[src/hdl/rwmh_pkg.sv]
// ----------------------------------------------------------------------------
// rwmh_pkg
// Shared types and constants for the rain wiper mode hysteresis unit.
// ----------------------------------------------------------------------------
package rwmh_pkg;

    localparam int unsigned LEVEL_W  = 7;
    localparam int unsigned MODE_W   = 2;
    localparam int unsigned STATUS_W = 2;
    localparam int unsigned DIAG_W   = 2;
    localparam int unsigned COUNT_W  = 4;
    localparam int unsigned ADDR_W   = 5;
    localparam int unsigned DATA_W   = 32;
    localparam int unsigned IDX_W    = 3;

    // Wiper modes
    localparam logic [MODE_W-1:0] MODE_OFF  = 2'd0;
    localparam logic [MODE_W-1:0] MODE_INT  = 2'd1;
    localparam logic [MODE_W-1:0] MODE_LOW  = 2'd2;
    localparam logic [MODE_W-1:0] MODE_HIGH = 2'd3;

    // Sensor read status
    localparam logic [STATUS_W-1:0] STATUS_OK      = 2'd0;
    localparam logic [STATUS_W-1:0] STATUS_NO_DATA = 2'd1;
    localparam logic [STATUS_W-1:0] STATUS_STALE   = 2'd2;
    localparam logic [STATUS_W-1:0] STATUS_ERROR   = 2'd3;

    // Diagnostic events
    localparam logic [DIAG_W-1:0] DIAG_NONE    = 2'd0;
    localparam logic [DIAG_W-1:0] DIAG_INVALID = 2'd1;
    localparam logic [DIAG_W-1:0] DIAG_STALE   = 2'd2;

    // Register indexes (byte address / 4)
    localparam logic [IDX_W-1:0] REG_INT_ON    = 3'd0;
    localparam logic [IDX_W-1:0] REG_INT_OFF   = 3'd1;
    localparam logic [IDX_W-1:0] REG_LOW_ON    = 3'd2;
    localparam logic [IDX_W-1:0] REG_LOW_OFF   = 3'd3;
    localparam logic [IDX_W-1:0] REG_HIGH_ON   = 3'd4;
    localparam logic [IDX_W-1:0] REG_HIGH_OFF  = 3'd5;
    localparam logic [IDX_W-1:0] REG_DEBOUNCE  = 3'd6;

    // Register reset values
    localparam logic [LEVEL_W-1:0] RST_INT_ON   = 7'd20;
    localparam logic [LEVEL_W-1:0] RST_INT_OFF  = 7'd15;
    localparam logic [LEVEL_W-1:0] RST_LOW_ON   = 7'd40;
    localparam logic [LEVEL_W-1:0] RST_LOW_OFF  = 7'd35;
    localparam logic [LEVEL_W-1:0] RST_HIGH_ON  = 7'd70;
    localparam logic [LEVEL_W-1:0] RST_HIGH_OFF = 7'd60;
    localparam logic [COUNT_W-1:0] RST_DEBOUNCE = 4'd2;

    localparam logic [LEVEL_W-1:0] RAIN_MAX = 7'd100;

    typedef struct packed {
        logic [LEVEL_W-1:0] int_on;
        logic [LEVEL_W-1:0] int_off;
        logic [LEVEL_W-1:0] low_on;
        logic [LEVEL_W-1:0] low_off;
        logic [LEVEL_W-1:0] high_on;
        logic [LEVEL_W-1:0] high_off;
        logic [COUNT_W-1:0] debounce;
    } t_cfg;

endpackage

[src/hdl/rwmh_regs.sv]
// ----------------------------------------------------------------------------
// rwmh_regs
// APB-style configuration registers: thresholds and debounce count.
// ----------------------------------------------------------------------------
module rwmh_regs (
    input  logic                         i_clk,
    input  logic                         i_rst_n,
    input  logic                         psel,
    input  logic                         penable,
    input  logic                         pwrite,
    input  logic [rwmh_pkg::ADDR_W-1:0]  paddr,
    input  logic [rwmh_pkg::DATA_W-1:0]  pwdata,
    output logic [rwmh_pkg::DATA_W-1:0]  prdata,
    output logic                         pready,
    output rwmh_pkg::t_cfg               o_cfg
);

    rwmh_pkg::t_cfg                  r_cfg;
    logic                            w_wr;
    logic [rwmh_pkg::IDX_W-1:0]      w_idx;

    assign pready = 1'b1;
    assign w_wr   = psel && penable && pwrite;
    assign w_idx  = paddr[rwmh_pkg::ADDR_W-1:2];

    always_ff @(posedge i_clk) begin
        if (!i_rst_n) begin
            r_cfg.int_on   <= rwmh_pkg::RST_INT_ON;
            r_cfg.int_off  <= rwmh_pkg::RST_INT_OFF;
            r_cfg.low_on   <= rwmh_pkg::RST_LOW_ON;
            r_cfg.low_off  <= rwmh_pkg::RST_LOW_OFF;
            r_cfg.high_on  <= rwmh_pkg::RST_HIGH_ON;
            r_cfg.high_off <= rwmh_pkg::RST_HIGH_OFF;
            r_cfg.debounce <= rwmh_pkg::RST_DEBOUNCE;
        end else if (w_wr) begin
            case (w_idx)
                rwmh_pkg::REG_INT_ON:   r_cfg.int_on   <= pwdata[rwmh_pkg::LEVEL_W-1:0];
                rwmh_pkg::REG_INT_OFF:  r_cfg.int_off  <= pwdata[rwmh_pkg::LEVEL_W-1:0];
                rwmh_pkg::REG_LOW_ON:   r_cfg.low_on   <= pwdata[rwmh_pkg::LEVEL_W-1:0];
                rwmh_pkg::REG_LOW_OFF:  r_cfg.low_off  <= pwdata[rwmh_pkg::LEVEL_W-1:0];
                rwmh_pkg::REG_HIGH_ON:  r_cfg.high_on  <= pwdata[rwmh_pkg::LEVEL_W-1:0];
                rwmh_pkg::REG_HIGH_OFF: r_cfg.high_off <= pwdata[rwmh_pkg::LEVEL_W-1:0];
                rwmh_pkg::REG_DEBOUNCE: r_cfg.debounce <= pwdata[rwmh_pkg::COUNT_W-1:0];
                default: ;  // drop writes outside the map
            endcase
        end
    end

    always_comb begin
        prdata = '0;
        case (w_idx)
            rwmh_pkg::REG_INT_ON:   prdata[rwmh_pkg::LEVEL_W-1:0] = r_cfg.int_on;
            rwmh_pkg::REG_INT_OFF:  prdata[rwmh_pkg::LEVEL_W-1:0] = r_cfg.int_off;
            rwmh_pkg::REG_LOW_ON:   prdata[rwmh_pkg::LEVEL_W-1:0] = r_cfg.low_on;
            rwmh_pkg::REG_LOW_OFF:  prdata[rwmh_pkg::LEVEL_W-1:0] = r_cfg.low_off;
            rwmh_pkg::REG_HIGH_ON:  prdata[rwmh_pkg::LEVEL_W-1:0] = r_cfg.high_on;
            rwmh_pkg::REG_HIGH_OFF: prdata[rwmh_pkg::LEVEL_W-1:0] = r_cfg.high_off;
            rwmh_pkg::REG_DEBOUNCE: prdata[rwmh_pkg::COUNT_W-1:0] = r_cfg.debounce;
            default:                prdata = '0;
        endcase
    end

    assign o_cfg = r_cfg;

endmodule

[src/hdl/rwmh_core.sv]
// ----------------------------------------------------------------------------
// rwmh_core
// Hysteresis proposal, debounce counter and committed mode state.
// ----------------------------------------------------------------------------
module rwmh_core (
    input  logic                           i_clk,
    input  logic                           i_rst_n,
    input  logic                           i_advance,
    input  logic [rwmh_pkg::LEVEL_W-1:0]   i_rain_level,
    input  logic [rwmh_pkg::STATUS_W-1:0]  i_read_status,
    input  rwmh_pkg::t_cfg                 i_cfg,
    output logic [rwmh_pkg::MODE_W-1:0]    o_wiper_mode,
    output logic [rwmh_pkg::DIAG_W-1:0]    o_diag_event
);

    logic [rwmh_pkg::MODE_W-1:0]   r_committed;
    logic [rwmh_pkg::MODE_W-1:0]   r_candidate;
    logic [rwmh_pkg::COUNT_W-1:0]  r_count;
    logic [rwmh_pkg::MODE_W-1:0]   n_committed;
    logic [rwmh_pkg::MODE_W-1:0]   n_candidate;
    logic [rwmh_pkg::COUNT_W-1:0]  n_count;
    logic [rwmh_pkg::LEVEL_W-1:0]  w_rain;
    logic [rwmh_pkg::MODE_W-1:0]   w_proposal;
    logic [rwmh_pkg::DIAG_W-1:0]   w_event;

    assign w_rain = (i_rain_level > rwmh_pkg::RAIN_MAX) ? rwmh_pkg::RAIN_MAX : i_rain_level;

    always_comb begin
        case (r_committed)
            rwmh_pkg::MODE_OFF: begin
                w_proposal = (w_rain >= i_cfg.int_on) ? rwmh_pkg::MODE_INT : rwmh_pkg::MODE_OFF;
            end
            rwmh_pkg::MODE_INT: begin
                if (w_rain < i_cfg.int_off)
                    w_proposal = rwmh_pkg::MODE_OFF;
                else if (w_rain >= i_cfg.low_on)
                    w_proposal = rwmh_pkg::MODE_LOW;
                else
                    w_proposal = rwmh_pkg::MODE_INT;
            end
            rwmh_pkg::MODE_LOW: begin
                if (w_rain < i_cfg.low_off)
                    w_proposal = rwmh_pkg::MODE_INT;
                else if (w_rain >= i_cfg.high_on)
                    w_proposal = rwmh_pkg::MODE_HIGH;
                else
                    w_proposal = rwmh_pkg::MODE_LOW;
            end
            default: begin
                w_proposal = (w_rain < i_cfg.high_off) ? rwmh_pkg::MODE_LOW : rwmh_pkg::MODE_HIGH;
            end
        endcase
    end

    always_comb begin
        n_committed = r_committed;
        n_candidate = r_candidate;
        n_count     = r_count;
        w_event     = rwmh_pkg::DIAG_NONE;
        if (i_read_status != rwmh_pkg::STATUS_OK) begin
            // failed read: force everything back to off
            n_committed = rwmh_pkg::MODE_OFF;
            n_candidate = rwmh_pkg::MODE_OFF;
            n_count     = '0;
            case (i_read_status)
                rwmh_pkg::STATUS_NO_DATA: w_event = rwmh_pkg::DIAG_INVALID;
                rwmh_pkg::STATUS_STALE:   w_event = rwmh_pkg::DIAG_STALE;
                default:                  w_event = rwmh_pkg::DIAG_NONE;
            endcase
        end else if (w_proposal == r_candidate) begin
            if (r_count < i_cfg.debounce)
                n_count = r_count + 1'b1;
            if (n_count >= i_cfg.debounce)
                n_committed = w_proposal;
        end else begin
            n_candidate = w_proposal;
            n_count     = 4'd1;
        end
    end

    always_ff @(posedge i_clk) begin
        if (!i_rst_n) begin
            r_committed <= rwmh_pkg::MODE_OFF;
            r_candidate <= rwmh_pkg::MODE_OFF;
            r_count     <= '0;
        end else if (i_advance) begin
            r_committed <= n_committed;
            r_candidate <= n_candidate;
            r_count     <= n_count;
        end
    end

    assign o_wiper_mode = n_committed;
    assign o_diag_event = w_event;

endmodule

[src/hdl/rain_wiper_mode_hysteresis_unit.sv]
// ----------------------------------------------------------------------------
// rain_wiper_mode_hysteresis_unit
// Rain sensor wiper mode selector: four-level hysteresis with debounce.
// ----------------------------------------------------------------------------
//  channel   | direction | handshake                 | payload
//  ----------+-----------+---------------------------+-----------------------------
//  reading   | in        | i_in_valid / o_in_ready   | i_rain_level, i_read_status
//  mode      | out       | o_out_valid / i_out_ready | o_wiper_mode, o_diag_event
//  config    | in        | psel, penable, pwrite     | paddr, pwdata, prdata
//
//  One reading per cycle sustained while the mode output is not stalled.
//  The input register feeds the hysteresis/debounce logic into the result register.
//  Reset is synchronous and active low; state and thresholds return to defaults.
//  A stalled result holds in the output register while one more reading is taken.
// ----------------------------------------------------------------------------
module rain_wiper_mode_hysteresis_unit (
    input  logic                           i_clk,
    input  logic                           i_rst_n,
    input  logic                           i_in_valid,
    output logic                           o_in_ready,
    input  logic [rwmh_pkg::LEVEL_W-1:0]   i_rain_level,
    input  logic [rwmh_pkg::STATUS_W-1:0]  i_read_status,
    output logic                           o_out_valid,
    input  logic                           i_out_ready,
    output logic [rwmh_pkg::MODE_W-1:0]    o_wiper_mode,
    output logic [rwmh_pkg::DIAG_W-1:0]    o_diag_event,
    input  logic                           psel,
    input  logic                           penable,
    input  logic                           pwrite,
    input  logic [rwmh_pkg::ADDR_W-1:0]    paddr,
    input  logic [rwmh_pkg::DATA_W-1:0]    pwdata,
    output logic [rwmh_pkg::DATA_W-1:0]    prdata,
    output logic                           pready
);

    rwmh_pkg::t_cfg                  w_cfg;
    logic                            r_in_valid;
    logic [rwmh_pkg::LEVEL_W-1:0]    r_rain;
    logic [rwmh_pkg::STATUS_W-1:0]   r_status;
    logic                            r_out_valid;
    logic [rwmh_pkg::MODE_W-1:0]     r_mode;
    logic [rwmh_pkg::DIAG_W-1:0]     r_event;
    logic [rwmh_pkg::MODE_W-1:0]     w_mode;
    logic [rwmh_pkg::DIAG_W-1:0]     w_event;
    logic                            w_out_free;
    logic                            w_adv;
    logic                            w_in_acc;

    rwmh_regs u_regs (
        .i_clk   (i_clk),
        .i_rst_n (i_rst_n),
        .psel    (psel),
        .penable (penable),
        .pwrite  (pwrite),
        .paddr   (paddr),
        .pwdata  (pwdata),
        .prdata  (prdata),
        .pready  (pready),
        .o_cfg   (w_cfg)
    );

    rwmh_core u_core (
        .i_clk         (i_clk),
        .i_rst_n       (i_rst_n),
        .i_advance     (w_adv),
        .i_rain_level  (r_rain),
        .i_read_status (r_status),
        .i_cfg         (w_cfg),
        .o_wiper_mode  (w_mode),
        .o_diag_event  (w_event)
    );

    assign w_out_free = !r_out_valid || i_out_ready;
    assign w_adv      = r_in_valid && w_out_free;
    assign o_in_ready = !r_in_valid || w_out_free;
    assign w_in_acc   = i_in_valid && o_in_ready;

    always_ff @(posedge i_clk) begin
        if (!i_rst_n) begin
            r_in_valid  <= 1'b0;
            r_out_valid <= 1'b0;
        end else begin
            if (o_in_ready)
                r_in_valid <= i_in_valid;
            if (w_out_free)
                r_out_valid <= r_in_valid;
        end
    end

    always_ff @(posedge i_clk) begin
        if (w_in_acc) begin
            r_rain   <= i_rain_level;
            r_status <= i_read_status;
        end
        if (!i_rst_n) begin
            r_mode  <= rwmh_pkg::MODE_OFF;
            r_event <= rwmh_pkg::DIAG_NONE;
        end else if (w_adv) begin
            r_mode  <= w_mode;
            r_event <= w_event;
        end
    end

    assign o_out_valid  = r_out_valid;
    assign o_wiper_mode = r_mode;
    assign o_diag_event = r_event;

`ifndef SYNTHESIS
    // a failed read always reports off
    a_fail_off: assert property (@(posedge i_clk) disable iff (!i_rst_n)
        (w_adv && r_status != rwmh_pkg::STATUS_OK) |=> (o_wiper_mode == rwmh_pkg::MODE_OFF))
        else $error("failed read did not force wiper off");

    // a good read never raises a diagnostic
    a_ok_no_diag: assert property (@(posedge i_clk) disable iff (!i_rst_n)
        (w_adv && r_status == rwmh_pkg::STATUS_OK) |=> (o_diag_event == rwmh_pkg::DIAG_NONE))
        else $error("diagnostic raised on a good read");

    // stale read maps to the stale event
    a_stale_event: assert property (@(posedge i_clk) disable iff (!i_rst_n)
        (w_adv && r_status == rwmh_pkg::STATUS_STALE) |=> (o_diag_event == rwmh_pkg::DIAG_STALE))
        else $error("stale read did not report stale event");

    // result register only changes when an item moves into it
    a_result_hold: assert property (@(posedge i_clk) disable iff (!i_rst_n)
        (!w_adv) |=> ($stable(r_mode) && $stable(r_event)))
        else $error("result register changed without an advancing transaction");
`endif

endmodule
[config.mk]
export PLATFORM = sky130hd
export DESIGN_NAME = rain_wiper_mode_hysteresis_unit
export DESIGN_NICKNAME = d
export VERILOG_FILES = /design/src/hdl/rwmh_pkg.sv /design/src/hdl/rwmh_regs.sv /design/src/hdl/rwmh_core.sv /design/src/hdl/rain_wiper_mode_hysteresis_unit.sv
export SDC_FILE = /design/constraint.sdc
export NUM_CORES = 1
export LEC_CHECK = 0
export ABC_AREA = 0
export BUFFER_PORTS_ARGS = -buffer_cell sky130_fd_sc_hd__buf_4
export CAP_MARGIN = 20
export CORE_MARGIN = 2
export CORE_UTILIZATION = 25
export DETAILED_ROUTE_END_ITERATION = 12
export PLACE_DENSITY_LB_ADDON = 0.25
export SKIP_CTS_REPAIR_TIMING = 1
export SKIP_LAST_GASP = 1
export SLEW_MARGIN = 15
export SYNTH_ARGS = -nofsm -noshare
export SYNTH_HDL_FRONTEND = slang
export SYNTH_SLANG_ARGS = --single-unit
[constraint.sdc]
create_clock -name i_clk -period 3.3 [get_ports i_clk]
set_input_delay 0.66 -clock i_clk [delete_from_list [all_inputs] [get_ports i_clk]]
set_output_delay 0.66 -clock i_clk [all_outputs]
set_load 0.005 [all_outputs]
==> impl_summary.log <==
[metrics] Max-cap violations: 0
[metrics] first-pass GRT wire length: 19.77 mm
[metrics] initial antenna violation count: 0
[metrics] most numerous cell in the Yosys netlist: dfxtp_1
[metrics] max incr delay on CP: 0.43 ns
[metrics] run status: finished clean
[metrics] signal arrival time at the worst endpoint: 3.41 ns
[metrics] floorplan die area: 0.01938 mm2
[metrics] area share of fa/ha/maj cells after synthesis: 0.1002
[metrics] share of the synthesized area in the top cell type: 0.2540
[metrics] CTS clk-pin slew, worst paths: 0.06 ns
[metrics] nature of the critical path endpoint: flop
[metrics] via count of the first global-routing pass: 3,592
[metrics] Port-buffer cells: 38
[metrics] PnR worst setup slack: around 0.16 ns
[metrics] most used cell along the critical path: o311ai_4
[metrics] mean routed wirelength per cell: around 16 um
[metrics] number of levels in the clock H-tree: 3
[metrics] share of synthesized cell area in and, or, nand and nor gates: 0.1744
[metrics] Hold Violations, Final: 0
[metrics] share of synthesized area spent on multiplexers: 0.1188
[metrics] Synth Flop Type: dfxtp_1
[metrics] Initial DRT Pass Iterations: 4
[metrics] wirelength, routed: 12.55 mm
[metrics] number of cells on the critical path: 11
[metrics] crit path time final: 3.144 ns
[metrics] last weighted congestion value of the routability-driven placer: 0.8175
[metrics] setup_tns: 0 ns
[metrics] compound-cell area share of the yosys netlist: 0.1749
[metrics] Ports: 92
[metrics] transition time of the tightest slew-check pin: around 0.63 ns
[metrics] Register-to-Register Setup Slack: 0.16 ns
[metrics] post-synthesis instance area: approximately 0.0046 mm2
[metrics] count of distinct cell types in the synthesized netlist: 76
[metrics] series of cell instances along the critical path: o311ai_4 > nand2_1 > ha_1 > or2b_1 > o221ai_2 > a211oi_1 > or3_4 > o311ai_4 > a31oi_4 > nor4_4 > mux2i_1
[metrics] total number of yosys warnings: 0
[metrics] worst setup slack before clock tree synthesis: -0.009472 ns
[metrics] Max rail drop VDD: roughly 0.23 mV
[metrics] post-layout net count: approximately 630
[metrics] maximum fanout along the worst path: 4
[metrics] worst path bufs/invs: 0
[metrics] Longest Clk Path Bufs: 2
[metrics] post-synthesis register bit count: 67
[metrics] antenna diode instance count: 0
[metrics] synthesized-area fraction occupied by xor and xnor cells: 0.01314
[metrics] CTS tree: yes
[metrics] Horiz. Die Dim: 139.2 um
[metrics] post-route fraction of the period consumed by the critical path: 0.9528
[metrics] number of flops mapped to enable cells by yosys: 9
[metrics] CP max stage cell: edfxtp_1
[metrics] Root Buffer: clkbuf_16
[metrics] top area cells in the synthesized netlist: dfxtp_1, ha_1, mux2i_1, edfxtp_1, nor2b_1
[metrics] Top delay family on crit path: compound AO/OA/AOI/OAI gates
[metrics] Fin Hold WS: 0.4671 ns
[metrics] leading area contributor after synthesis: dfxtp_1
[metrics] vias per inst: 4.764
[metrics] setup skew after layout: 0.005566 ns
[metrics] mean post-synth cell area: 9.196 um2
[metrics] Worst Setup Path Type: flop to flop
[metrics] maximum number of pins on one net before global-route repair: 62
[metrics] type of element launching the critical path: flop
[metrics] data required time at the worst endpoint: 3.57 ns
[metrics] dominant combinational cell family by area after synthesis: compound AO/OA/AOI/OAI gates
[metrics] area growth from synthesis to layout: 17.90%
[metrics] Remaining Overflow, GRT: 0
[metrics] post-detailed-route count of antenna-violating nets: 0
[metrics] Static Leakage: 2.212 nW
[metrics] path category of the worst min-delay check: flop to flop
[metrics] total DRC errors in the routed layout: 0
[metrics] half-perimeter wire length after detailed placement: 9.350 mm
[metrics] total number of vias: about 3.7k
[metrics] fmax: 318.1 MHz
[metrics] cells after synthesis: 497
[metrics] Total Power Consumption: 2.091 mW
[metrics] leading cell types by count after synthesis: dfxtp_1, mux2i_1, nand2_1, inv_1, nor2b_1
[metrics] worst reg2reg path depth: 11
[metrics] die height: 139.2 um
[metrics] cell row count: 49
[metrics] depth of the worst hold-timing path: 2
[metrics] final slew viol count: 0
[metrics] asr flop ratio synth: 0
[metrics] clock latency reported for the late side of the worst-skew pair: between 0.3 and 0.4 ns
[metrics] Power Dens Cells: just under 400 mW/mm2
[metrics] number of design-rule violations left by the first detailed-router iteration: 182
[metrics] worst slew slack as a fraction of its limit: 0.5784
[metrics] sequential cell area fraction in the yosys report: 0.3132
[metrics] Std-Cell Core Area: 0.01796 mm2
[metrics] GR Util All Layers: 0.1300
[metrics] number of sinks on the clock net: 67
[metrics] final number of setup-violating endpoints: 0
[metrics] CTS buffer count: 9
[metrics] fraction of layout cells with a size suffix above 1: 0.1853
[metrics] starting density of the core: 0.2544
## path summary, 6_finish.rpt
check                                                          end                         start
worst max register to register  u_core.r_committed[1]$_SDFFE_PN0P_           r_rain[2]$_DFFE_PP_
worst min-delay path                  o_diag_event[1]$_SDFFE_PN0P_  o_diag_event[1]$_SDFFE_PN0P_
worst min register to register        o_diag_event[1]$_SDFFE_PN0P_  o_diag_event[1]$_SDFFE_PN0P_
worst max-delay path            u_core.r_committed[1]$_SDFFE_PN0P_           r_rain[2]$_DFFE_PP_
## routing by layer
| layer | part of all wire | GRT usage |
|---|---|---|
| met1 | 0.45 | 0.1662 |
| met2 | 0.48 | 0.2147 |
| met3 | 0.038 | 0.02237 |
| met4 | 0.033 | 0.05954 |
| met5 | 0 | 0 |
## power breakdown
group	switching [mW]	internal, mW
logic	0.155	0.123
clock network	0.382	0.575
registers	0.0148	0.842
total	0.551	1.54
## cells by family after synthesis
family,count (synthesis)
adder cells (fa/ha/maj),37
AND/OR/NAND/NOR,147
flip-flops,67
other,2
AO/OA/AOI/OAI,102
XOR/XNOR,6
buffers and inverters,87
multiplexers,49
## placed cells by master (no fill, tap or decap), types with 9 or more instances in the layout
master and instances:
o21ai_0 12, a21oi_1 14, ha_1 35, nand2_1 43
edfxtp_1 9, clkbuf_16 10, nor2_1 14, mux2i_1 43
nor2b_1 36, conb_1 26, o211ai_1 11, buf_4 57
inv_1 38, dfxtp_1 58, nand3_1 9
## per-stage QoR
stage | cells | instance area, um2 | util
3_5_place_dp | 755 | 5021 | 0.2795
6_report | 774 | 5389 | 0.3000
2_1_floorplan | 521 | 4661 | -
4_1_cts | 771 | 5320 | 0.2962
5_1_grt | 774 | 5389 | 0.3000
3_3_place_gp | 755 | 5021 | 0.2795
## flip-flops by register name, indices dropped and copies added, names as in the netlist
name	cells
r_in_valid	1
r_status	2
u_core.r_count	4
u_core.r_candidate	2
u_regs.o_cfg	46
r_rain	7
u_core.r_committed	2
o_out_valid	1
o_diag_event	2
## worst min-delay path, cell delays in order, from the launching register on
cell and delay (ns):
dfxtp_1 0.31, nand2_1 0.05, a21boi_0 0.06
## area by class of cell
| cell class | instances | area, um2 |
|---|---|---|
| repair buffers | 57 | 427.9 |
| well taps | 229 | 286.5 |
| flip-flops and latches | 67 | 1431 |
| clock buffers | 11 | 264.0 |
| clock inverters | 5 | 35.03 |
| inverters | 38 | 142.6 |
| multi-input cells | 367 | 2801 |
| fillers | 1887 | 12570 |
(Power assumes the default switching activity.)
